==> config.mk <==
export PLATFORM = sky130hd
export DESIGN_NAME = lzd_cmd_fifo
export DESIGN_NICKNAME = d
export VERILOG_FILES = /design/src/rtl/lzd_pkg.sv /design/src/rtl/lzd_cmd_fifo.sv
export SDC_FILE = /design/constraint.sdc
export NUM_CORES = 1
export LEC_CHECK = 0
export BUFFER_PORTS_ARGS = -buffer_cell sky130_fd_sc_hd__buf_2
export CELL_PAD_IN_SITES_DETAIL_PLACEMENT = 1
export CELL_PAD_IN_SITES_GLOBAL_PLACEMENT = 1
export CORE_MARGIN = 2
export CORE_UTILIZATION = 49
export DETAILED_ROUTE_END_ITERATION = 7
export PLACE_DENSITY_LB_ADDON = 0.15
export SYNTH_ARGS = -nofsm -noshare
export SYNTH_HDL_FRONTEND = slang
export SYNTH_SLANG_ARGS = --single-unit
==> constraint.sdc <==
create_clock -name clk -period 2.34 [get_ports clk]
set_input_delay 0 -clock clk [delete_from_list [all_inputs] [get_ports clk]]
set_output_delay 0 -clock clk [all_outputs]
set_load 0.02 [all_outputs]
==> src/rtl/lzd_pkg.sv <==
package lzd_pkg;

  // Field widths of the compressed and decompressed streams.
  localparam int BYTE_W = 8;
  localparam int DIST_W = 12;
  localparam int CNT_W = 5;
  localparam int REM_W = 24;

  // Configuration port geometry.
  localparam int CFG_ADDR_W = 3;
  localparam int CFG_DATA_W = 32;

  // Register index codes, taken from the word address bit.
  localparam logic REG_OUTPUT_LENGTH = 1'b0;

  // A match length field of n copies n plus this many bytes.
  localparam logic [CNT_W-1:0] LEN_BIAS = 5'd3;

  // A flag byte covers this many tokens.
  localparam logic [3:0] FLAG_COUNT = 4'd8;

  // One unit of work for the copy engine: a literal or a match copy.
  typedef struct packed {
    logic              is_match;
    logic [BYTE_W-1:0] lit;
    logic [CNT_W-1:0]  count;
    logic [DIST_W-1:0] offs;
    logic              done;
  } lzd_cmd_t;

endpackage

==> src/rtl/lzd_cmd_fifo.sv <==
module lzd_cmd_fifo
  import lzd_pkg::*;
(
  input  logic     clk,
  input  logic     rst_n,
  input  logic     push,
  input  lzd_cmd_t push_cmd,
  input  logic     pop,
  output lzd_cmd_t head_cmd,
  output logic     full,
  output logic     empty
);

  localparam int DEPTH = 4;
  localparam int PW = $clog2(DEPTH);

  lzd_cmd_t        slot_r [DEPTH];
  logic [PW-1:0]   wr_r;
  logic [PW-1:0]   rd_r;
  logic [PW:0]     cnt_r;

  assign full = (cnt_r == (PW+1)'(DEPTH));
  assign empty = (cnt_r == '0);
  assign head_cmd = slot_r[rd_r];

  // Small circular queue of commands between parser and copy engine.
  always_ff @(posedge clk) begin
    if (!rst_n) begin
      wr_r  <= '0;
      rd_r  <= '0;
      cnt_r <= '0;
    end else begin
      if (push) begin
        slot_r[wr_r] <= push_cmd;
        wr_r         <= wr_r + 1'b1;
      end
      if (pop) begin
        rd_r <= rd_r + 1'b1;
      end
      if (push && !pop) begin
        cnt_r <= cnt_r + 1'b1;
      end else if (pop && !push) begin
        cnt_r <= cnt_r - 1'b1;
      end
    end
  end

endmodule

==> summary.txt <==
Run status: complete, no violations
Startpoint Class: flop
DPL Wire Length: 5150 um
Synth Cell Area: 4390 sq um
Via count: 2214
Placed insts: 355
Critical path's largest stage delay: 0.59 ns
Compound-gate portion of the synthesized area: 0.285%
Main combinational cell family by area after synthesis: multiplexers
PnR worst setup slack: 0.243 ns
Layout fillers: 725
FF-to-FF End: slot_r[3][2]$_DFFE_PP_
Post-synthesis register bit count: 117
Number of remaining DRC errors: 0
GP Congestion: 0.663
Top Family by Delay on Critical Path: multiplexers
Number of global-route vias before repair: 2428
Root buffer cell: clkbuf_8
Hold path depth: 2
CP max-delay cell: mux4_1
1st-iter DRT viols: 130
Syn nets: 222
GRT Util Overall: 19.1%
Yosys warning total: 0
Max Cap Viol: 0
HP Start: push_cmd[0]
CTS max path bufs: 2
Post-synthesis xor/xnor area fraction: 0.997%
VDD IR-drop max: 0.505 mV
Worst Reg-to-Reg Cells: 3
Setup Viol. Count Final: 0
Insertion delay to the later sink of the worst-skew pair: 0.51 ns
Routed len/inst: 20.5 um
FMAX: 0.477 GHz
Ordered cell list for the critical path: buf_12, mux4_1, buf_2
Die height: 98.7 um
H-tree depth: 4
CTS tree: done
Register area share after synthesis: 77.9%
Vias per Instance: 5.31
Initial antenna violation count: 0
Final instance area: 5750 sq um
Layout cells sized above 1: 39.5%
Yosys cell types: 23
CP Class: reg2out
Final wirelength: 8550 um
Hold Path Class: in2reg
Register area: 3420 sq um
Pwr dens: 947 nW/um^2
Leakage: 2.06 nW
Reg2reg setup slack: 0.69 ns
Minimum clock period: 2.10 ns
Core area: 8720 sq um
Critical path peak fanout: 19
Mux cell area share after synthesis: 14.9%
Worst EP arrival: 2.10 ns
First-pass DRT Iterations: 4
Slew Limit Headroom: 59.6%
Largest net degree at the start of global routing: 21
Layout Area Growth over Synthesis: 30.9%
GR Overflow Total: 0
Chip Width: 98.7 um
Port Buffer Count: 59
Hold EP: slot_r[3][0]$_DFFE_PP_
Place WS: 0.668 ns
Multi-input gate area: 886 sq um
Nets@finish: 333
Syn Inst Count: 185
Required @ worst endpoint: 2.34 ns
Pins Over Slew Limit: 0
Clk sink count: 117
Worst setup EP type: output pin
Final Util: 66.0%
Adder-cell area share of the yosys netlist: 1.88%
CTS Buf Count: 17
Antenna viol nets, final: 0
Initial Util: 50.4%
IO Pins: 60
Buf+Inv Stages, Crit Path: 2
Tcrit/Tclk final: 89.6%
N_diodes: 0
Final hold violations: 0
Clk slew on worst S/H paths: 0.06 ns
Row count: 34
Reg-to-Reg Start: wr_r[0]$_SDFFE_PN0P_
Fin Setup TNS: 0 ns
Simple-gate portion of the synthesized area: 2.08%
Non-Filler Instances: 417
Placement Cell Area: 4860 sq um
RSZ-0062 raised after global routing: false
Clk_skew: 0.00518 ns
Synthesized area per cell: 23.7 sq um
DIE AREA: 9740 sq um
First-pass GRT wire length: 13400 um
Tightest Pin Transition: 0.605 ns
-- power breakdown --
group          switching (mW)  internal [mW]  leakage [nW]
registers              0.0471           2.36          1.06
logic                   0.256          0.237         0.731
clock network           0.924           1.62         0.278
total                    1.23           4.22          2.06
-- worst max path at each step --
stage / to / slack, ns / cells after the start
2_1_floorplan: slot_r[2][0]$_DFFE_PP_ / 0.70 / 3
3_3_place_gp: slot_r[3][6]$_DFFE_PP_ / 0.75 / 3
3_5_place_dp: slot_r[3][2]$_DFFE_PP_ / 0.67 / 3
4_1_cts: head_cmd[17] / 0.18 / 3
5_1_grt: head_cmd[17] / 0.10 / 3
6_report: head_cmd[17] / 0.24 / 3
-- cell families after synthesis --
kind of cell    after synthesis
fa+ha+maj                     6
mux                          29
simple gates                 15
flops                       117
xor+xnor                      5
compound gates                2
buf+inv                      11
-- routing by layer --
metal / track usage, % / part of all wire (%)
met5: 0 / 0
met4: 8.01 / 1.4
met3: 6.45 / 4.1
met2: 30.2 / 52
met1: 24.5 / 42
-- area by class of cell --
class / count / area share [%]
Clock inverter: 15 / 3.15
Tap cell: 108 / 2.35
Inverter: 4 / 0.261
Multi-Input combinational cell: 57 / 15.4
Clock buffer: 17 / 7.20
Sequential cell: 117 / 59.5
Timing Repair Buffer: 99 / 12.1
-- synth_stat cells --
library cell  instances  area, sq um
xor2_1                3         26.3
nor2b_1               2         12.5
o21ai_0               1         5.00
xnor2_1               2         17.5
mux4_1                7          184
buf_2                 3         15.0
nand2_1               1         3.75
nor3_1                1         5.00
or3_1                 1         6.26
a21boi_0              1         7.51
mux2i_1               2         20.0
ha_1                  5         62.6
mux4_2               20          450
edfxtp_1            108         3240
buf_12                2         40.0
clkbuf_1              1         3.75
dfxtp_1               9          180
nor3b_1               1         7.51
and2_1                5         31.3
fa_1                  1         20.0
inv_1                 4         15.0
buf_6                 1         11.3
and3_1                4         25.0
-- timing repair --
item / in CTS / in global routing
endpoints found under the hold margin: 117 / 0
setup endpoints to repair: 0 / 0
resized for setup: 0 / 0
hold buffers: 30 / 0
setup buffers: 0 / 0
-- registers in the layout, indices dropped and copies added, names as in the netlist, named ones only --
name / count
slot_r: 108
rd_r: 2
wr_r: 2
cnt_r: 3
-- stage by stage --
stage	power (mW)	hold slack (ns)
5_1_grt	5.63	0.226
6_report	5.45	0.241
3_5_place_dp	2.91	0.221
4_1_cts	5.51	0.213
2_1_floorplan	2.74	0.0989
3_3_place_gp	2.89	0.214
-- layout by cell type, fill, tap and decap left out, drive strengths merged, types with 2 or more instances in the layout --
cell,instances
and2,5
and3,4
buf,69
bufinv,3
clkbuf,17
clkinv,7
clkinvlp,4
dfxtp,9
dlygate4sd3,30
edfxtp,108
ha,5
inv,5
mux2i,2
mux4,27
nor2b,2
xnor2,2
xor2,3
Note: power is estimated with default switching activity, not from simulation.
