===== src/rtl/lzd_pkg.sv =====
package lzd_pkg;

  // Field widths of the compressed and decompressed streams.
  localparam int BYTE_W = 8;
  localparam int DIST_W = 12;
  localparam int CNT_W = 5;
  localparam int REM_W = 24;

  // Configuration port geometry.
  localparam int CFG_ADDR_W = 3;
  localparam int CFG_DATA_W = 32;

  // Register index codes, taken from the word address bit.
  localparam logic REG_OUTPUT_LENGTH = 1'b0;

  // A match length field of n copies n plus this many bytes.
  localparam logic [CNT_W-1:0] LEN_BIAS = 5'd3;

  // A flag byte covers this many tokens.
  localparam logic [3:0] FLAG_COUNT = 4'd8;

  // One unit of work for the copy engine: a literal or a match copy.
  typedef struct packed {
    logic              is_match;
    logic [BYTE_W-1:0] lit;
    logic [CNT_W-1:0]  count;
    logic [DIST_W-1:0] offs;
    logic              done;
  } lzd_cmd_t;

endpackage


===== src/rtl/lzd_in_if.sv =====
interface lzd_in_if
  import lzd_pkg::*;
();
  logic              valid;
  logic              ready;
  logic [BYTE_W-1:0] in_byte;
  logic              stream_start;

  modport source (output valid, output in_byte, output stream_start, input ready);
  modport sink (input valid, input in_byte, input stream_start, output ready);
endinterface


===== src/rtl/lzd_front.sv =====
module lzd_front
  import lzd_pkg::*;
(
  input  logic              clk,
  input  logic              rst_n,
  lzd_in_if.sink            in_ch,
  input  logic [REM_W-1:0]  output_length,
  input  logic              clearing,
  input  logic              fifo_full,
  output logic              push,
  output lzd_cmd_t          cmd
);

  logic [BYTE_W-1:0] flag_r, flag_nxt;
  logic [3:0]        left_r, left_nxt;
  logic              phase_r, phase_nxt;
  logic [BYTE_W-1:0] hi_r, hi_nxt;
  logic [REM_W-1:0]  rem_r, rem_nxt;

  logic [BYTE_W-1:0] flag_e;
  logic [3:0]        left_e;
  logic              phase_e;
  logic [BYTE_W-1:0] hi_e;
  logic [REM_W-1:0]  rem_e;
  logic [CNT_W-1:0]  len;
  logic [CNT_W-1:0]  n;
  logic              push_c;
  logic              accept;

  // Every beat may produce a command, so a beat is taken only with queue space.
  assign in_ch.ready = !fifo_full && !clearing;
  assign accept = in_ch.valid && in_ch.ready;
  assign push = accept && push_c;

  // Parser: a stream start clears the token state first, then the beat is parsed.
  always_comb begin
    flag_e  = in_ch.stream_start ? '0 : flag_r;
    left_e  = in_ch.stream_start ? '0 : left_r;
    phase_e = in_ch.stream_start ? 1'b0 : phase_r;
    hi_e    = in_ch.stream_start ? '0 : hi_r;
    rem_e   = in_ch.stream_start ? output_length : rem_r;

    flag_nxt  = flag_e;
    left_nxt  = left_e;
    phase_nxt = phase_e;
    hi_nxt    = hi_e;
    rem_nxt   = rem_e;

    len = {1'b0, hi_e[BYTE_W-1:4]} + LEN_BIAS;
    n   = (rem_e < {{(REM_W-CNT_W){1'b0}}, len}) ? rem_e[CNT_W-1:0] : len;

    push_c       = 1'b0;
    cmd.is_match = 1'b0;
    cmd.lit      = in_ch.in_byte;
    cmd.count    = {{(CNT_W-1){1'b0}}, 1'b1};
    cmd.offs     = {hi_e[3:0], in_ch.in_byte};
    cmd.done     = 1'b0;

    if (rem_e != '0) begin
      if (phase_e) begin
        // Second byte of a match token: the copy may be cut short by the end.
        push_c       = 1'b1;
        cmd.is_match = 1'b1;
        cmd.count    = n;
        rem_nxt      = rem_e - {{(REM_W-CNT_W){1'b0}}, n};
        cmd.done     = (rem_nxt == '0);
        phase_nxt    = 1'b0;
        flag_nxt     = {flag_e[BYTE_W-2:0], 1'b0};
        left_nxt     = left_e - 4'd1;
      end else if (left_e == '0) begin
        flag_nxt = in_ch.in_byte;
        left_nxt = FLAG_COUNT;
      end else if (flag_e[BYTE_W-1]) begin
        hi_nxt    = in_ch.in_byte;
        phase_nxt = 1'b1;
      end else begin
        push_c   = 1'b1;
        rem_nxt  = rem_e - {{(REM_W-1){1'b0}}, 1'b1};
        cmd.done = (rem_nxt == '0);
        flag_nxt = {flag_e[BYTE_W-2:0], 1'b0};
        left_nxt = left_e - 4'd1;
      end
    end
  end

  // Parser state advances on each accepted beat.
  always_ff @(posedge clk) begin
    if (!rst_n) begin
      flag_r  <= '0;
      left_r  <= '0;
      phase_r <= 1'b0;
      hi_r    <= '0;
      rem_r   <= '0;
    end else if (accept) begin
      flag_r  <= flag_nxt;
      left_r  <= left_nxt;
      phase_r <= phase_nxt;
      hi_r    <= hi_nxt;
      rem_r   <= rem_nxt;
    end
  end

endmodule


===== src/flat_wrapper.sv =====
// flat-port wrapper written by rule: the top's interface ports become plain ports
module lzd_front_flat import lzd_pkg::*;
  (clk, rst_n, output_length, clearing, fifo_full, push, cmd, in_ch_valid, in_ch_in_byte, in_ch_stream_start, in_ch_ready);
  lzd_in_if in_ch_i ();
  input  logic clk;
  input  logic rst_n;
  input  logic [REM_W-1:0] output_length;
  input  logic clearing;
  input  logic fifo_full;
  output logic push;
  output lzd_cmd_t cmd;
  input wire logic [$bits(in_ch_i.valid)-1:0] in_ch_valid;
  input wire logic [$bits(in_ch_i.in_byte)-1:0] in_ch_in_byte;
  input wire logic [$bits(in_ch_i.stream_start)-1:0] in_ch_stream_start;
  output wire logic [$bits(in_ch_i.ready)-1:0] in_ch_ready;
  assign in_ch_i.valid = in_ch_valid;
  assign in_ch_i.in_byte = in_ch_in_byte;
  assign in_ch_i.stream_start = in_ch_stream_start;
  assign in_ch_ready = in_ch_i.ready;
  lzd_front u_core (.clk(clk), .rst_n(rst_n), .in_ch(in_ch_i), .output_length(output_length), .clearing(clearing), .fifo_full(fifo_full), .push(push), .cmd(cmd));
endmodule

===== config.mk =====
export PLATFORM = sky130hd
export DESIGN_NAME = lzd_front_flat
export DESIGN_NICKNAME = d
export VERILOG_FILES = /design/src/rtl/lzd_pkg.sv /design/src/rtl/lzd_in_if.sv /design/src/rtl/lzd_front.sv /design/src/flat_wrapper.sv
export SDC_FILE = /design/constraint.sdc
export NUM_CORES = 1
export LEC_CHECK = 0
export ABC_AREA = 1
export BUFFER_PORTS_ARGS = -buffer_cell sky130_fd_sc_hd__buf_4
export CELL_PAD_IN_SITES_DETAIL_PLACEMENT = 1
export CELL_PAD_IN_SITES_GLOBAL_PLACEMENT = 1
export CORE_ASPECT_RATIO = 1.2
export CORE_MARGIN = 8
export CORE_UTILIZATION = 40
export DETAILED_ROUTE_END_ITERATION = 8
export GPL_TIMING_DRIVEN = 0
export PLACE_DENSITY_LB_ADDON = 0.1
export RECOVER_POWER = 50
export SETUP_SLACK_MARGIN = 0.15
export SLEW_MARGIN = 20
export SYNTH_ARGS = -nofsm -noshare
export SYNTH_HDL_FRONTEND = slang
export SYNTH_SLANG_ARGS = --single-unit

===== constraint.sdc =====
create_clock -name clk -period 7.77 [get_ports clk]
set_input_delay 1.554 -clock clk [delete_from_list [all_inputs] [get_ports clk]]
set_output_delay 1.554 -clock clk [all_outputs]
set_load 0.01 [all_outputs]

==> results.md, run 1 <==
- CP peak stage delay: 370 ps
- Tcrit/Tclk final: 94.2%
- Die width: 118 um
- Design Area, Final: 5910 sq um
- Reg2Reg Setup Slack: 3840 ps
- Clock slew at reported path FFs: 70 ps
- Worst-margin pin slew: 738 ps
- Synthesis-stage register bit count: 45
- Cell variety after synth: 35
- RSZ-0062 raised after global routing: no
- Clock Tree Buf Depth: 2
- Critical Path End: cmd[0]
- CP endpoint kind: output pin
- Drt first pass iters: 5
- Slew HR: 50.6%
- Number of DRC markers in iteration 0: 359
- Max-cap violations: 0
- Maximum vdd drop: 0.000112 V
- Filler Cell Count: 1,813
- Count of final setup violators: 0
- Final slew viol count: 0
- CTS tree: yes
- H-Tree Depth: 2
- Worst R2R Start: u_core.hi_r[4]$_SDFFE_PN0P_
- Die span in y: 138 um
- Post-Route WL: 20,700 um
- Cts hold-fix bufs: 0
- GRT Overall Usage: 24.4%
- Core footprint: 12,100 sq um
- Clk root buf: clkbuf_16
- Reg-to-Reg End: u_core.rem_r[18]$_SDFFE_PN0P_
- Worst EP required: 6220 ps
- Setup WS pre-CTS: -358 ps
- Peak fanout along the critical path: 10
- Worst Setup Path Type: in -> out
- Synthesis Warnings: 0
- Clk_lat worst skew: 300 ps
- CP max-delay cell: fa_2
- GR Overflow Total: 0
- Setup ws final: 448 ps
- Post-synthesis cell area: 4980 sq um
- Placer congestion estimate: 0.963
- Gate Count Post-Synth: 908
- Row Count: 44
- Detailed-route via count: 6,148
- First-pass GRT wire length: 31,900 um
- # clock sinks: 45
- Via-per-instance ratio: 5.36
- Placed Area: 5680 sq um
- R2r worst-path depth: 29
- Outcome: finished clean
- Final ANT Viol Nets: 0
- P_leak: 0.00272 uW
- Fraction of layout cells with a size suffix above 1: 16.4%
- CP Launch Point: in_ch_stream_start
- Pin count of the biggest net entering global routing: 17
- Arr. time, crit path: 5770 ps
- Final hold viol count: 0
- Setup crit start kind: input port
- Number of global-route vias before repair: 6,044
- Hold_ws: 467 ps
- Hold path depth: 2
- Power Dens Cells: 129 nW/um^2
- Mapped Avg Cell Area: 5.49 sq um
- Die area: 16,300 sq um
- Buffers on Ports: 66
- Period minus WS final: 7320 ps
- Area grow syn2layout: 18.6%
- Initial antenna violation count: 0
- Initial Util: 41.2%
- DP HPWL: 16,200 um
- Most used cell, CP: nand2_1
- # diodes: 0
- TritonCTS Buffers: 5
- Clk_skew: 5.16 ps
- Synth Net Count: 959
- Core Util, Final: 48.8%
- Hold crit path type: reg -> reg
- Wirelength per Cell: 18.0 um
- DR DRC count: 0
- I/O pin count: 67
- Max Clock Freq: 137 MHz
- Nets@finish: 1,037
- Sequential fraction of the synthesis area: 18.1%
## Yosys cell counts, drive strengths merged
cell type	count	area, sq um
o21bai	1	7.51
xnor2	1	8.76
clkbuf	14	52.6
o22ai	5	31.3
ha	12	150
dfxtp	45	901
xor2	12	105
clkinv	2	7.51
o211ai	15	113
a22oi	1	12.5
nand4	9	56.3
nor3	3	15.0
a31oi	4	25.0
buf	30	238
fa	1	20.0
or2	1	6.26
nand3	54	298
inv	98	368
nand2	370	1460
nor2	107	477
a21oi	77	385
o2111ai	2	17.5
o21ai	43	223
o221ai	1	8.76
## worst min-delay path by stage
stage,start,end,slack [ps]
global placement,u_core.rem_r[12]$_SDFFE_PN0P_,u_core.rem_r[12]$_SDFFE_PN0P_,450
CTS,u_core.flag_r[7]$_SDFFE_PN0P_,u_core.flag_r[7]$_SDFFE_PN0P_,470
global route,u_core.flag_r[7]$_SDFFE_PN0P_,u_core.flag_r[7]$_SDFFE_PN0P_,480
detailed placement,u_core.flag_r[7]$_SDFFE_PN0P_,u_core.flag_r[7]$_SDFFE_PN0P_,460
finish,u_core.rem_r[12]$_SDFFE_PN0P_,u_core.rem_r[12]$_SDFFE_PN0P_,470
floorplan,u_core.flag_r[2]$_SDFFE_PN0P_,u_core.flag_r[2]$_SDFFE_PN0P_,450
## layer usage
layer | wire (um) | share of wire (%) | global-route usage (%)
met1 | 8740 | 42 | 28.5
met2 | 10200 | 49 | 44.0
met3 | 1070 | 5.2 | 3.10
met4 | 691 | 3.3 | 10.0
met5 | 0 | 0 | 0
## power by group
part | internal, uW | switching, uW | total, uW
clock | 155 | 112 | 266
combinational | 80.7 | 173 | 254
sequential | 237 | 3.58 | 241
total | 473 | 289 | 762
## registers in the layout (all words and copies together) (netlist names)
| register | flops |
|---|---|
| u_core.flag_r | 8 |
| u_core.hi_r | 8 |
| u_core.left_r | 4 |
| u_core.phase_r | 1 |
| u_core.rem_r | 24 |
## metrics by stage
stage	instances	total power [uW]	TNS, ps
2_1_floorplan	908	407	0
3_5_place_dp	1135	492	-358
3_3_place_gp	1135	488	-295
5_1_grt	1148	794	0
6_report	1148	762	0
4_1_cts	1143	759	0
## critical path: cells and delay by family
kind	cells	cell delay, ps
simple gates	22	2220
buf+inv	8	900
fa+ha+maj	3	770
compound gates	2	310
## what timing repair did
action / in CTS / in global routing
cloned: 0 / 1
gates resized for setup: 12 / 15
buffers inserted: 0 / 4
endpoints found under the setup margin: 1 / 1
pin swaps: 1 / 4
endpoints found under the hold margin: 0 / 0
## final cells by class
cell class                      count  area, sq um  area share [%]
Clock inverter                      3         47.5           0.804
Inverter                          100          375            6.35
Clock buffer                        5          125            2.12
Sequential cell                    45          901            15.2
Multi-Input combinational cell    720         3490            59.0
Buffer                             44          287            4.85
Tap cell                          161          201            3.41
Timing Repair Buffer               70          489            8.27
## layout by cell type (no fill, tap or decap), types with 4 or more instances in the layout
master     instances
dfxtp_1           45
nor2_2            15
nor2_4             9
o211ai_1          15
ha_1              12
nand3_1           49
clkbuf_4           4
inv_1             91
buf_6              6
inv_2              7
nand2_1          345
a21oi_1           77
o21ai_1            9
clkbuf_1          28
o21ai_0           31
nand2_2           24
o22ai_1            5
nand4_1            9
nor2_1            83
buf_4             71
a31oi_1            4
xor2_1            12
clkbuf_16          5
## cell families after synthesis
group	count (synthesis)	synth area share [%]
AOI/OAI and AO/OA	149	16.5
xor gates and xnor gates	13	2.28
adders and majority gates	13	3.41
buffers and inverters	144	13.4
DFF	45	18.1
and+or+nand+nor	544	46.4
Power figures use the tool's default switching activity.
==> inputs of run 2 (changes only) <==
--- a/config.mk
+++ b/config.mk
@@ -12,9 +12,10 @@
 export CORE_ASPECT_RATIO = 1.2
 export CORE_MARGIN = 8
 export CORE_UTILIZATION = 40
+export CTS_CLUSTER_DIAMETER = 40
 export DETAILED_ROUTE_END_ITERATION = 8
 export GPL_TIMING_DRIVEN = 0
-export PLACE_DENSITY_LB_ADDON = 0.1
+export PLACE_DENSITY = 0.86
 export RECOVER_POWER = 50
 export SETUP_SLACK_MARGIN = 0.15
 export SLEW_MARGIN = 20
==> results.md, run 2 (same netlist as run 1, synthesis figures left out) <==
- Hold Path End: u_core.flag_r[2]$_SDFFE_PN0P_ (was u_core.rem_r[12]$_SDFFE_PN0P_)
- Clock slew at reported path FFs: 70 ps (about the same)
- Setup crit start kind: input port (unchanged)
- GRT Overall Usage: 25.0% (was 24.4%)
- Commonest cells after routing, fill and taps aside: nand2_1 (338), inv_1 (89), nor2_1 (79), a21oi_1 (76), buf_4 (74) (was nand2_1 (345), inv_1 (91), nor2_1 (83), a21oi_1 (77), buf_4 (71))
- R2r worst-path depth: 30 (was 29)
- DR DRC count: 0 (unchanged)
- Wirelength per Cell: 19.4 um (was 18.0 um)
- Clock Tree Buf Depth: 2 (unchanged)
- Final slew viol count: 0 (unchanged)
- Worst-margin pin slew: 768 ps (was 738 ps)
- First-pass GRT wire length: 33,000 um (was 31,900 um)
- Area of the multi-input gates: 3590 sq um (was 3490 sq um)
- Tcrit/Tclk final: 96.1% (was 94.2%)
- Slew HR: 48.8% (was 50.6%)
- Drt first pass iters: 4 (was 5)
- Worst EP required: 6220 ps (about the same)
- Area grow syn2layout: 21.5% (was 18.6%)
- Final ANT Viol Nets: 0 (unchanged)
- Buffers on Ports: 66 (unchanged)
- Nets@finish: 1,042 (was 1,037)
- Arr. time, crit path: 5910 ps (was 5770 ps)
- Biggest regs: u_core.rem_r x24, u_core.flag_r x8, u_core.hi_r x8 (unchanged)
- Initial antenna violation count: 0 (unchanged)
- Net switching power: 304 uW (was 289 uW)
- Finished Layout Cells: 1,153 (was 1,148)
- Placed Area: 5680 sq um (unchanged)
- Die span in y: 138 um (unchanged)
- Initial Util: 41.2% (unchanged)
- TritonCTS Buffers: 5 (unchanged)
- Cts hold-fix bufs: 0 (unchanged)
- FF/Latch Area: 901 sq um (unchanged)
- I/O pin count: 67 (unchanged)
- Clk_lat worst skew: 310 ps (was 300 ps)
- Worst R2R Start: u_core.hi_r[4]$_SDFFE_PN0P_ (unchanged)
- Core footprint: 12,100 sq um (unchanged)
- RSZ-0062 raised after global routing: no (unchanged)
- Clock power share: 33.6% (was 35.0%)
- Min-delay src: u_core.flag_r[2]$_SDFFE_PN0P_ (was u_core.rem_r[12]$_SDFFE_PN0P_)
- P_leak: 0.00276 uW (was 0.00272 uW)
- Post-Route WL: 22,400 um (was 20,700 um)
- Pin count of the biggest net entering global routing: 15 (was 17)
- CP max-delay cell: ha_2 (was fa_2)
- Fraction of layout cells with a size suffix above 1: 18.4% (was 16.4%)
- Final hold viol count: 0 (unchanged)
- Count of final setup violators: 0 (unchanged)
- Max reg flops: 24 (unchanged)
- Seq pwr share: 30.8% (was 31.7%)
- Number of global-route vias before repair: 6,496 (was 6,044)
- Power Dens Cells: 129 nW/um^2 (about the same)
- CP endpoint kind: output pin (unchanged)
- Combinational Power Share: 35.6% (was 33.4%)
- CP peak stage delay: 380 ps (was 370 ps)
- Die width: 118 um (unchanged)
- Clk_skew: 11.8 ps (was 5.16 ps)
- Row Count: 44 (unchanged)
- Hold path depth: 2 (unchanged)
- Filler Cell Count: 1,801 (was 1,813)
- Detailed-route via count: 6,471 (was 6,148)
- Number of DRC markers in iteration 0: 385 (was 359)
- Hold crit path type: reg -> reg (unchanged)
- Clk root buf: clkbuf_16 (unchanged)
- # clock sinks: 45 (unchanged)
- Outcome: finished clean (unchanged)
- Via-per-instance ratio: 5.61 (was 5.36)
- Maximum vdd drop: 0.0000733 V (was 0.000112 V)
- CTS tree: yes (unchanged)
- Internal cell power: 479 uW (was 473 uW)
- # diodes: 0 (unchanged)
- Reg2Reg Setup Slack: 3660 ps (was 3840 ps)
- H-Tree Depth: 2 (unchanged)
- Most common cell after layout, fill and taps aside: nand2_1 (unchanged)
- Die area: 16,300 sq um (unchanged)
- Design Area, Final: 6050 sq um (was 5910 sq um)
- DP HPWL: 16,400 um (was 16,200 um)
- Period minus WS final: 7470 ps (was 7320 ps)
- Reg with most FFs: u_core.rem_r (unchanged)
- GR Overflow Total: 0 (unchanged)
- Placed Cells: 1,135 (unchanged)
- Max-cap violations: 0 (unchanged)
- Max Clock Freq: 134 MHz (was 137 MHz)
- Most used cell, CP: nand2_1 (unchanged)
- Worst Setup Path Type: in -> out (unchanged)
- Peak fanout along the critical path: 10 (unchanged)
- Placer congestion estimate: 0.983 (was 0.963)
- Sw frac: 38.9% (was 37.9%)
- Core Util, Final: 50.0% (was 48.8%)
- Reg-to-Reg End: u_core.rem_r[20]$_SDFFE_PN0P_ (was u_core.rem_r[18]$_SDFFE_PN0P_)
[run 2: cell types whose count changed in the layout (fill, tap and decap cells not counted), sizes merged]
cell | before | now
clkbuf | 38 | 39
clkinv | 2 | 3
inv | 100 | 98
buf | 81 | 85
nand3 | 55 | 56
[run 2: worst max-delay path by stage]
stage / slack [ps] / start / cells past startpoint / to
CTS: 150 / in_ch_stream_start / 35 / cmd[0]
finish: 300 / in_ch_stream_start / 33 / cmd[0]
floorplan: 1190 / in_ch_stream_start / 31 / cmd[0]
detailed placement: -380 / in_ch_stream_start / 33 / cmd[0]
global route: 120 / in_ch_stream_start / 30 / cmd[0]
global placement: -210 / in_ch_stream_start / 33 / cmd[0]
[run 2: through the flow]
stage               hold slack, ps  setup TNS, ps  setup slack (ps)  power, uW
detailed placement             456           -375              -375        493
floorplan                      445              0              1190        407
finish                         465              0               305        784
CTS                            467              0               155        756
global route                   485              0               123        812
global placement               452           -206              -206        487
[run 2: area by class of cell]
| cell class | count | share of cell area [%] |
|---|---|---|
| buffer | 44 | 4.90 |
| timing repair buffer | 74 | 8.58 |
| inverter | 100 | 6.20 |
| tap | 161 | 3.33 |
| multi-input combinational | 721 | 59.4 |
| clock buffer | 6 | 2.13 |
| clock inverter | 2 | 0.641 |
| sequential | 45 | 14.9 |
[run 2: worst max-delay path, delay by kind of cell]
kind	cells	cell delay, ps
AOI/OAI and AO/OA	2	490
adders and majority gates	2	620
buffers and inverters	8	860
and+or+nand+nor	21	2400
[run 2: power groups by stage]
| stage | combinational, uW | clock [uW] | sequential, uW |
|---|---|---|---|
| 6_report | 279 | 264 | 241 |
| 3_3_place_gp | 241 | 0 | 246 |
| 2_1_floorplan | 161 | 0 | 246 |
| 4_1_cts | 253 | 262 | 241 |
| 5_1_grt | 300 | 270 | 242 |
| 3_5_place_dp | 246 | 0 | 247 |
[run 2: metal layers]
layer  track usage, %  wire [um]  part of all wire, %
met1             28.2       8880                   40
met4             14.3       1250                  5.6
met2             43.0      10700                   48
met3             5.13       1580                  7.1
met5                0          0                    0
[run 2: repair_timing]
action | 4_1_cts | 5_1_grt
pin swaps | 1 | 13
buffers inserted | 0 | 8
setup endpoints to repair | 1 | 1
gates cloned | 0 | 2
resized for setup | 15 | 38
